$ cat src/rtl/hsv2rgb_pkg.sv
// Package for the HSV to RGB converter: fixed-point constants and stage payload types.
// Depends on nothing; used by rtl/hsv_to_rgb_converter.sv.
`timescale 1ns / 1ps

package hsv2rgb_pkg;

  // Field widths
  localparam int unsigned HueW  = 20;
  localparam int unsigned QW    = 14;  // saturation / brightness, signed Q1.12
  localparam int unsigned ChW   = 14;  // output channel width
  localparam int unsigned UnitW = 13;  // 0..4096 after validity check

  localparam int unsigned InDataW  = 48;
  localparam int unsigned OutDataW = 48;

  // Pipeline depth (registered stages from input to output)
  localparam int unsigned NumStages = 5;

  // Hue wrap: add a multiple of 5760 so the value is never negative
  localparam int unsigned UW        = 21;
  localparam logic [UW-1:0] HueBias = 21'd529920;  // 92 * 5760
  localparam int unsigned HueFull   = 5760;
  // floor(y / 45) = (y * 23302) >> 20 for y < 74898
  localparam logic [14:0] Recip45   = 15'd23302;

  localparam int unsigned HW        = 13;  // wrapped hue, 0..5759
  localparam int unsigned KW        = 11;  // secondary weight, 0..960
  localparam logic [HW-1:0] Sector  = 13'd960;

  localparam int unsigned CW = 25;  // chroma / offset, Q1.24 up to 1.0
  localparam int unsigned TW = 34;  // terms in units of 2^-24/960

  // Channel = round(T * 10000 / (960 * 2^24)) = floor((T*625 + 15*2^25) / 2^26) / 15
  localparam logic [9:0]  Scale625  = 10'd625;
  localparam logic [44:0] RoundBias = 45'd503316480;  // 15 * 2^25
  localparam int unsigned YW        = 18;
  // floor(y / 15) = (y * 1118482) >> 24 for y < 1.19e6
  localparam logic [20:0] Recip15   = 21'd1118482;

  typedef struct packed {
    logic [UW-1:0]    hue_u;
    logic [7:0]       wraps;
    logic [CW-1:0]    chroma;
    logic [UnitW-1:0] val;
    logic             invalid;
  } st1_t;

  typedef struct packed {
    logic [2:0]    sector;
    logic [KW-1:0] weight;
    logic [CW-1:0] chroma;
    logic [CW-1:0] offset;
    logic          invalid;
  } st2_t;

  typedef struct packed {
    logic [2:0]    sector;
    logic [TW-1:0] cs;
    logic [TW-1:0] xs;
    logic [TW-1:0] ms;
    logic          invalid;
  } st3_t;

  typedef struct packed {
    logic [YW-1:0] y_r;
    logic [YW-1:0] y_g;
    logic [YW-1:0] y_b;
    logic          invalid;
  } st4_t;

  typedef struct packed {
    logic [ChW-1:0] red;
    logic [ChW-1:0] green;
    logic [ChW-1:0] blue;
    logic           invalid;
  } st5_t;

endpackage

$ cat src/rtl/hsv_to_rgb_converter.sv
// HSV to RGB converter top level: five-stage fixed-point pipeline with stream handshakes.
// Depends on rtl/hsv2rgb_pkg.sv for constants and stage payload types.
`timescale 1ns / 1ps
//
//  channel   dir  tdata (low bit up)                          tuser
//  s_axis    in   hue[19:0] saturation[33:20] brightness[47:34]  -
//  m_axis    out  red[13:0] green[27:14] blue[41:28] zero[47:42] invalid
//
//  One color per clock sustained while the output is ready; an accepted beat
//  passes through the five stages wrap -> sector -> products -> scaling ->
//  divide-by-15 into the output register and can leave from there.
//  Reset clears only the stage valid bits; payload registers are not reset.
//  Each stage advances when it is empty or the stage after it moves, so
//  bubbles collapse and a stalled output holds its beat without loss.

module hsv_to_rgb_converter (
  input  logic        clk_i,
  input  logic        rst_ni,
  input  logic        s_axis_tvalid_i,
  output logic        s_axis_tready_o,
  // hue[19:0], saturation[33:20], brightness[47:34]
  input  logic [47:0] s_axis_tdata_i,
  output logic        m_axis_tvalid_o,
  input  logic        m_axis_tready_i,
  // red[13:0], green[27:14], blue[41:28], zero fill[47:42]
  output logic [47:0] m_axis_tdata_o,
  // invalid[0]
  output logic        m_axis_tuser_o
);

  localparam int unsigned NS = hsv2rgb_pkg::NumStages;

  logic [NS-1:0] vld_q, vld_d;
  logic [NS-1:0] adv;  // stage i loads this cycle

  // Backpressure: a stage takes new data when empty or when its contents move on.
  always_comb begin
    adv[NS-1] = ~vld_q[NS-1] | m_axis_tready_i;
    for (int i = NS - 2; i >= 0; i--) begin
      adv[i] = ~vld_q[i] | adv[i+1];
    end
  end

  assign s_axis_tready_o = adv[0];

  always_comb begin
    vld_d[0] = adv[0] ? s_axis_tvalid_i : vld_q[0];
    for (int i = 1; i < NS; i++) begin
      vld_d[i] = adv[i] ? vld_q[i-1] : vld_q[i];
    end
  end

  always_ff @(posedge clk_i or negedge rst_ni) begin
    if (!rst_ni) begin
      vld_q <= '0;
    end else begin
      vld_q <= vld_d;
    end
  end

  // ---------------------------------------------------------------------
  // Stage 1: range check, bias hue positive, count whole turns, chroma v*s
  // ---------------------------------------------------------------------
  logic signed [hsv2rgb_pkg::HueW-1:0] hue_in;
  logic signed [hsv2rgb_pkg::QW-1:0]   sat_in, bri_in;
  logic [hsv2rgb_pkg::UW-1:0]          hue_u;
  logic [28:0]                         wrap_prod;
  logic [25:0]                         chroma_prod;
  hsv2rgb_pkg::st1_t                   st1_d, st1_q;

  assign hue_in = s_axis_tdata_i[19:0];
  assign sat_in = s_axis_tdata_i[33:20];
  assign bri_in = s_axis_tdata_i[47:34];

  always_comb begin
    hue_u       = {hue_in[hsv2rgb_pkg::HueW-1], hue_in} + hsv2rgb_pkg::HueBias;
    // floor(hue_u / 5760) = floor((hue_u >> 7) / 45)
    wrap_prod   = hue_u[20:7] * hsv2rgb_pkg::Recip45;
    chroma_prod = bri_in[12:0] * sat_in[12:0];
    st1_d.hue_u   = hue_u;
    st1_d.wraps   = wrap_prod[27:20];
    st1_d.chroma  = chroma_prod[24:0];
    st1_d.val     = bri_in[12:0];
    st1_d.invalid = (sat_in < 0) || (sat_in > 14'sd4096) ||
                    (bri_in < 0) || (bri_in > 14'sd4096);
  end

  always_ff @(posedge clk_i) begin
    if (adv[0]) begin
      st1_q <= st1_d;
    end
  end

  // ---------------------------------------------------------------------
  // Stage 2: wrapped hue, sector and fraction, secondary weight, m = v - c
  // ---------------------------------------------------------------------
  logic [hsv2rgb_pkg::UW-1:0] turns;
  logic [hsv2rgb_pkg::HW-1:0] hue_w, frac;
  logic [2:0]                 sector;
  hsv2rgb_pkg::st2_t          st2_d, st2_q;

  always_comb begin
    // 5760 = 4096 + 1024 + 512 + 128
    turns = ({13'd0, st1_q.wraps} << 12) + ({13'd0, st1_q.wraps} << 10) +
            ({13'd0, st1_q.wraps} << 9) + ({13'd0, st1_q.wraps} << 7);
    hue_w = hsv2rgb_pkg::HW'(st1_q.hue_u - turns);

    if (hue_w >= 5 * hsv2rgb_pkg::Sector) begin
      sector = 3'd5;
      frac   = hue_w - 13'(5 * hsv2rgb_pkg::Sector);
    end else if (hue_w >= 4 * hsv2rgb_pkg::Sector) begin
      sector = 3'd4;
      frac   = hue_w - 13'(4 * hsv2rgb_pkg::Sector);
    end else if (hue_w >= 3 * hsv2rgb_pkg::Sector) begin
      sector = 3'd3;
      frac   = hue_w - 13'(3 * hsv2rgb_pkg::Sector);
    end else if (hue_w >= 2 * hsv2rgb_pkg::Sector) begin
      sector = 3'd2;
      frac   = hue_w - 13'(2 * hsv2rgb_pkg::Sector);
    end else if (hue_w >= hsv2rgb_pkg::Sector) begin
      sector = 3'd1;
      frac   = hue_w - hsv2rgb_pkg::Sector;
    end else begin
      sector = 3'd0;
      frac   = hue_w;
    end

    st2_d.sector  = sector;
    st2_d.weight  = sector[0] ? hsv2rgb_pkg::KW'(hsv2rgb_pkg::Sector - frac)
                              : hsv2rgb_pkg::KW'(frac);
    st2_d.chroma  = st1_q.chroma;
    st2_d.offset  = {st1_q.val, 12'd0} - st1_q.chroma;
    st2_d.invalid = st1_q.invalid;
  end

  always_ff @(posedge clk_i) begin
    if (adv[1]) begin
      st2_q <= st2_d;
    end
  end

  // ---------------------------------------------------------------------
  // Stage 3: terms in units of 2^-24/960: c*960, c*k, m*960
  // ---------------------------------------------------------------------
  logic [35:0]       xs_prod;
  hsv2rgb_pkg::st3_t st3_d, st3_q;

  always_comb begin
    xs_prod = st2_q.chroma * st2_q.weight;
    // 960 = 1024 - 64
    st3_d.cs      = ({9'd0, st2_q.chroma} << 10) - ({9'd0, st2_q.chroma} << 6);
    st3_d.ms      = ({9'd0, st2_q.offset} << 10) - ({9'd0, st2_q.offset} << 6);
    st3_d.xs      = xs_prod[hsv2rgb_pkg::TW-1:0];
    st3_d.sector  = st2_q.sector;
    st3_d.invalid = st2_q.invalid;
  end

  always_ff @(posedge clk_i) begin
    if (adv[2]) begin
      st3_q <= st3_d;
    end
  end

  // ---------------------------------------------------------------------
  // Stage 4: pick primaries per sector, add offset, scale by 625 and round
  // ---------------------------------------------------------------------
  logic [hsv2rgb_pkg::TW-1:0] pr, pg, pb, tr, tg, tb;
  logic [44:0]                sr, sg, sb;
  hsv2rgb_pkg::st4_t          st4_d, st4_q;

  always_comb begin
    case (st3_q.sector)
      3'd0: begin pr = st3_q.cs; pg = st3_q.xs; pb = '0;       end
      3'd1: begin pr = st3_q.xs; pg = st3_q.cs; pb = '0;       end
      3'd2: begin pr = '0;       pg = st3_q.cs; pb = st3_q.xs; end
      3'd3: begin pr = '0;       pg = st3_q.xs; pb = st3_q.cs; end
      3'd4: begin pr = st3_q.xs; pg = '0;       pb = st3_q.cs; end
      default: begin pr = st3_q.cs; pg = '0;    pb = st3_q.xs; end
    endcase
    tr = pr + st3_q.ms;
    tg = pg + st3_q.ms;
    tb = pb + st3_q.ms;
    sr = tr * hsv2rgb_pkg::Scale625 + hsv2rgb_pkg::RoundBias;
    sg = tg * hsv2rgb_pkg::Scale625 + hsv2rgb_pkg::RoundBias;
    sb = tb * hsv2rgb_pkg::Scale625 + hsv2rgb_pkg::RoundBias;
    st4_d.y_r     = sr[43:26];
    st4_d.y_g     = sg[43:26];
    st4_d.y_b     = sb[43:26];
    st4_d.invalid = st3_q.invalid;
  end

  always_ff @(posedge clk_i) begin
    if (adv[3]) begin
      st4_q <= st4_d;
    end
  end

  // ---------------------------------------------------------------------
  // Stage 5: divide by 15 through the reciprocal, zero invalid beats
  // ---------------------------------------------------------------------
  logic [38:0]       qr, qg, qb;
  hsv2rgb_pkg::st5_t st5_d, st5_q;

  always_comb begin
    qr = st4_q.y_r * hsv2rgb_pkg::Recip15;
    qg = st4_q.y_g * hsv2rgb_pkg::Recip15;
    qb = st4_q.y_b * hsv2rgb_pkg::Recip15;
    st5_d.red     = st4_q.invalid ? '0 : qr[37:24];
    st5_d.green   = st4_q.invalid ? '0 : qg[37:24];
    st5_d.blue    = st4_q.invalid ? '0 : qb[37:24];
    st5_d.invalid = st4_q.invalid;
  end

  always_ff @(posedge clk_i) begin
    if (adv[4]) begin
      st5_q <= st5_d;
    end
  end

  assign m_axis_tvalid_o = vld_q[NS-1];
  assign m_axis_tdata_o  = {6'd0, st5_q.blue, st5_q.green, st5_q.red};
  assign m_axis_tuser_o  = st5_q.invalid;

`ifndef SYNTHESIS
  // An accepted beat lands in the first stage.
  a_accept_loads: assert property (@(posedge clk_i) disable iff (!rst_ni)
    s_axis_tvalid_i && s_axis_tready_o |=> vld_q[0])
    else $error("accepted beat not captured in stage 1");

  // A full pipe with a stalled output takes nothing new.
  a_full_stalls: assert property (@(posedge clk_i) disable iff (!rst_ni)
    (&vld_q) && !m_axis_tready_i |-> !s_axis_tready_o)
    else $error("input accepted while pipeline full and stalled");

  // Invalid beats carry zero color.
  a_invalid_zero: assert property (@(posedge clk_i) disable iff (!rst_ni)
    m_axis_tvalid_o && m_axis_tuser_o |-> (m_axis_tdata_o == '0))
    else $error("invalid beat with nonzero color");

  // Channels never exceed full scale.
  a_range: assert property (@(posedge clk_i) disable iff (!rst_ni)
    m_axis_tvalid_o |-> (st5_q.red <= 14'd10000) && (st5_q.green <= 14'd10000) &&
                        (st5_q.blue <= 14'd10000))
    else $error("channel above 10000");
`endif

endmodule
$ cat config.mk
export PLATFORM = sky130hd
export DESIGN_NAME = hsv_to_rgb_converter
export DESIGN_NICKNAME = d
export VERILOG_FILES = /design/src/rtl/hsv2rgb_pkg.sv /design/src/rtl/hsv_to_rgb_converter.sv
export SDC_FILE = /design/constraint.sdc
export NUM_CORES = 2
export LEC_CHECK = 0
export ABC_AREA = 0
export BUFFER_PORTS_ARGS = -buffer_cell sky130_fd_sc_hd__clkbuf_2
export CAP_MARGIN = 20
export CORE_MARGIN = 2
export CORE_UTILIZATION = 40
export CTS_CLUSTER_SIZE = 25
export DETAILED_ROUTE_END_ITERATION = 8
export GPL_TIMING_DRIVEN = 0
export MAX_ROUTING_LAYER = met4
export PLACE_DENSITY = 0.64
export SYNTH_ARGS = -nofsm -noshare
export SYNTH_HDL_FRONTEND = slang
export SYNTH_SLANG_ARGS = --single-unit
export TNS_END_PERCENT = 1
$ cat constraint.sdc
create_clock -name clk_i -period 12.1 [get_ports clk_i]
set_input_delay 1.21 -clock clk_i [delete_from_list [all_inputs] [get_ports clk_i]]
set_output_delay 1.21 -clock clk_i [all_outputs]
set_load 0.05 [all_outputs]
After elaboration in Yosys (flattened, before gate mapping)
Index checks and enable logic that the tools add are counted.

operators by class
  multiply operators = 9
  eq/ne operators = 4
  magnitude comparators = 9
  reduce and logical (&&, ||, !) cells = 11
  $add $sub $neg = 20
  bitwise operators = 10
  muxes and demuxes = 14

operators by type and width
  operator                  count
  $pmux W34 S2              3
  $add A44 B29 Y44 const B  3
  $mul A34 B10 Y44 const B  3
  $mul A18 B20 Y37 const B  3
  $add A34 B34 Y34          3
  $sub A34 B31 Y34          2
  $mux W11                  6
  $add A13 B13 Y13          3
  $mul A25 B11 Y34          1
  $sub A11 B10 Y11 const B  3
  $gt A14 B14 Y1 const B    2
  $lt A14 B1 Y1 const B     2
  $ge A13 B12 Y1 const B    2
  $mul A13 B13 Y25          1
  $mul A14 B14 Y25 const B  1
  $sub A25 B25 Y25          1
  $sub A11 B11 Y11 const B  2
  $add A21 B20 Y21 const B  1
  $reduce_or A2 Y1          7
  $ge A13 B10 Y1 const B    1
  $ge A13 B11 Y1 const B    1
  $ge A13 B13 Y1 const B    1
  $sub A13 B13 Y13          1
  $sub A10 B11 Y11 const A  1
  9 further kinds           23

storage, ports and cells
  output and inout port bits = 51
  flip-flop bits (word level) = 332
  bits of input ports = 52

Depth between registers and ports, before layout
  depth in word-level cells = 12
  mapped depth = 39

Least setup slack after synthesis
Ideal clock, no wire load.

  kind = reg-to-reg
  start point = reg st3_q[105] (netlist name)
  end point = reg st4_q[54] (netlist name) (data pin)
  path slack = 3.260 ns
  stages on the path, launching flop included = 39
  library setup time = 0.266 ns
  path buffers = 2
  arrival = 8.574 ns
  required time = 11.834 ns
  clock period less this slack = 8.840 ns
  cell sequence = edfxtp_1 -> buf_2 -> xnor2_1 -> nor2_1 -> clkbuf_1 -> a22o_1 -> ha_1 -> fa_1 -> a21o_1 -> a21oi_2 -> o21ai_2 -> a2111oi_4 -> o31ai_1 -> and3_1 -> a31o_1 -> or2_2 -> a21oi_1 -> xnor2_1 -> [... 3 more ...] -> inv_1 -> fa_1 -> inv_1 -> fa_1 -> fa_1 -> inv_1 -> ha_1 -> a21o_1 -> a21o_1 -> a21oi_1 -> nor2_1 -> a21oi_1 -> o31ai_1 -> o211a_1 -> o21a_1 -> o21a_1 -> o41ai_1 -> xnor2_1

on the way
  cells in the longest elaborated chain, start to end = 6
  elaborated cells between the ends (all ways) = 10

ends and longest elaborated chain
  what                                  RTL line                     RTL
  start, declared                       hsv_to_rgb_converter.sv:146  hsv2rgb_pkg::st3_t st3_d, st3_q;
  start signal, assigned                hsv_to_rgb_converter.sv:160  st3_q <= st3_d;
  $eq A3 B3 Y1 (tied with other cells)  hsv_to_rgb_converter.sv:172  case (st3_q.sector)
  $reduce_or A2 Y1 (no line)            n/a
  $pmux W34 S2 *                        hsv_to_rgb_converter.sv:172
  $add A34 B34 Y34 *                    hsv_to_rgb_converter.sv:180  tr = pr + st3_q.ms;
  $mul A34 B10 Y44 *                    hsv_to_rgb_converter.sv:183  sr = tr * hsv2rgb_pkg::Scale625 + hsv2rgb_pkg::RoundBias;
  $add A44 B29 Y44 *                    hsv_to_rgb_converter.sv:183
  named net sr[43]                      hsv_to_rgb_converter.sv:168  logic [44:0] sr, sg, sb;
  end signal, assigned                  hsv_to_rgb_converter.sv:194  st4_q <= st4_d;
  end, declared                         hsv_to_rgb_converter.sv:169  hsv2rgb_pkg::st4_t st4_d, st4_q;

The timed path passes the listed nets; every way through them passes the cells marked *.
A chain may end at the register's enable or synchronous reset.

Worst setup path after layout
  start point = reg st3_q[104] (netlist name)
  end point = reg st4_q[36] (netlist name) (data pin)

on the way
  cells in the longest elaborated chain, start to end = 6
  elaborated cells between the ends (all ways) = 10

ends and longest elaborated chain
  what                                  RTL line                     RTL
  $eq A3 B2 Y1 (tied with other cells)  hsv_to_rgb_converter.sv:172
  $reduce_or A2 Y1 (no line)            n/a
  $pmux W34 S2 *                        hsv_to_rgb_converter.sv:172
  $add A34 B34 Y34 *                    hsv_to_rgb_converter.sv:181  tg = pg + st3_q.ms;
  $mul A34 B10 Y44 *                    hsv_to_rgb_converter.sv:184  sg = tg * hsv2rgb_pkg::Scale625 + hsv2rgb_pkg::RoundBias;
  $add A44 B29 Y44 *                    hsv_to_rgb_converter.sv:184
  named net sg[43]                      hsv_to_rgb_converter.sv:168

Marked as above.

==> flow_summary.ini <==
[status]
status = completed

[timing]
tns_ns = 0
period_needed_ns = 9.96
finalHoldViolCount = 0
fmax_mhz = 100
maxSlewHeadroom_pct = 27.0
worst_pin_slew_ns = 1.09
fin_crit_sh_pct = 82.3
setup_violations = 0
slew_violations = 0
finalClockSkew_ns = 0.0383
rsz0062_at_grt = no

[grt]
grt_pass1_wl_um = 221000
grt_max_degree = 69
antenna_found_initial = 4
grt-ovfl-total = 0
first_global_vias = 41700
grt_use_total_pct = 19.3

[floorplanning]
num_rows = 138
num_io_pins = 103
die_w_um = 382
core-area_um2 = 142000
start_util_pct = 40.3
dieArea_um2 = 146000
die_h_um = 382

[synth]
synth.mux.area_fraction_pct = 0.0569
synth-edff-count = 313
ys_types = 90
synth_ff_type = edfxtp_1
yosys.area.top_type = fa_1
yosysWarnings = 0
synth_compound_area_share_pct = 9.16
synth_area_leaders = fa_1 (26%), ha_1 (23%), edfxtp_1 (16%)
postSynthCellCount = 5868
synth_top_family_by_area = adder cells
synthesis.area_um2 = 57200
synth_most_common_cell = inv_1
seq_area_frac_synth_pct = 16.7
async_flop_share_pct = 1.57
synthSimpleGateAreaFrac_pct = 10.7
synth_common_cells = inv_1 (1199), ha_1 (1060), fa_1 (755)
synth-xor-area-share_pct = 5.06
synthAdderAreaFrac_pct = 49.6
synth-seq-cells = 318
synth_top_area_share_pct = 26.4
syn_avg_cell_area_um2 = 9.74

[critical_path]
r2r_end = st4_q[36]
worst_setup_path_start_kind = register
crit_path_end_kind = register
required_ns = 12.44
cp.arrival_ns = 10.30
critPathMaxStageDelay_ns = 0.83
cp_max_fo = 10
cp_common_cell = fa_1
crit_slowest_cell = xnor2_1
r2r-start = st3_q[104]
reg2reg_depth = 35
critical_path_class = register to register
reg2reg_slack_ns = 2.14

[detailed_routing]
vias_per_cell = 5.08
drt-initial-drc-count = 2216
drc_errors = 0
wl_um = 134000
first_pass_iters = 6
wire_per_inst_um = 16.9
via_count = 40300
ant_nets = 0

[job]
cap_violations = 0

[clock_network]
clk_latency_ns = 0.63
htreeDepth = 2
numCtsBuffers = 40
clk_path_buf_depth = 3
cts_tree = built
path_clk_slew_ns = 0.06
cts_setup_buffers = 0
cts_hold_buf = 0
clock-root-buffer = clkbuf_16
cts.repair.resized = 0
clock_sinks = 318

[finish]
area_delta_synth_final_pct = 7.70
regArea_um2 = 9520
num-fill-cells = 13600
multi_input_area_um2 = 42700
diodes = 0
final_area_um2 = 61600
drive_above_1_share_pct = 3.89
finalNetCount = 7885

[placed_design]
gp_congestion = 0.972
port-buffer-count = 96
dp_hpwl_um = 116000
placed_area_um2 = 60200

[hold_path]
hp-class = primary input to async pin
[how the worst max path moves through the flow]
stage / from / end / slack, ns / depth (start not counted)
global placement: st3_q[104] / st4_q[54] / 2.18 / 37
floorplan: st3_q[105] / st4_q[54] / 3.26 / 38
global route: st3_q[104] / st4_q[36] / 1.29 / 36
finish: st3_q[104] / st4_q[36] / 2.14 / 35
CTS: st3_q[104] / st4_q[36] / 2.08 / 35
detailed placement: st3_q[104] / st4_q[36] / 2.12 / 35
[critical path: cells and delay by family (launching register included)]
| kind | cells | cell delay, ns |
|---|---|---|
| adders and majority gates | 8 | 3.13 |
| and+or+nand+nor | 3 | 0.62 |
| DFF | 1 | 0.36 |
| buffers and inverters | 5 | 0.83 |
| AOI/OAI and AO/OA | 16 | 3.15 |
| xor gates and xnor gates | 3 | 1.58 |
[through the flow]
step	std cells	hold slack, ns	setup slack, ns	util, %
finish	7937	0.391	2.14	43.4
global route	7937	0.377	1.29	43.4
CTS	7937	0.354	2.08	43.4
detailed placement	7866	0.405	2.12	42.5
global placement	7859	0.403	2.18	42.4
floorplan	5873	0.400	3.26	-
[cell families after synthesis]
kind of cell               after synthesis
adders and majority gates             1815
buffers and inverters                 1321
and+or+nand+nor                       1302
AOI/OAI and AO/OA                      779
xor gates and xnor gates               329
DFF                                    318
muxes                                    3
other                                    1
[per-layer routing]
metal / share of wire, % / global-route usage, % / vias up
met1: 45 / 25.0 / 19700
met3: 4.3 / 1.93 / 192
met4: 2.5 / 4.80 / 0
met5: 0 / - / -
li1: - / - / 19500
met2: 48 / 32.5 / 846
[cell type report]
class	instances	area share, %
Buffer	122	0.799
Clock buffer	45	1.66
Clock inverter	26	0.591
Inverter	1199	7.31
Multi-Input combinational cell	4234	69.4
Sequential cell	318	15.5
Tap cell	1890	3.84
Timing Repair Buffer	103	0.983
[cell usage in the layout (no fill, tap or decap), types with 106 or more instances in the layout]
cell | Yosys | routed
ha_1 | 1060 | 1060
edfxtp_1 | 313 | 313
fa_1 | 755 | 755
nor2_1 | 212 | 212
xor2_1 | 106 | 106
and2_1 | 172 | 172
o21ai_0 | 140 | 140
nand2_1 | 541 | 539
xnor2_1 | 222 | 222
a21oi_1 | 206 | 206
inv_1 | 1199 | 1198
clkbuf_1 | 104 | 109
[flip-flops by register name, summed over array words and instances, names as in the netlist]
name	cells
m_axis_tdata_o	42
st4_q	55
st2_q	64
vld_q	5
m_axis_tuser_o	1
st3_q	93
st1_q	58
Power is left out: the tool's default activity adds up to more than one toggle a clock period on the data nets, which glitch-free logic cannot reach.
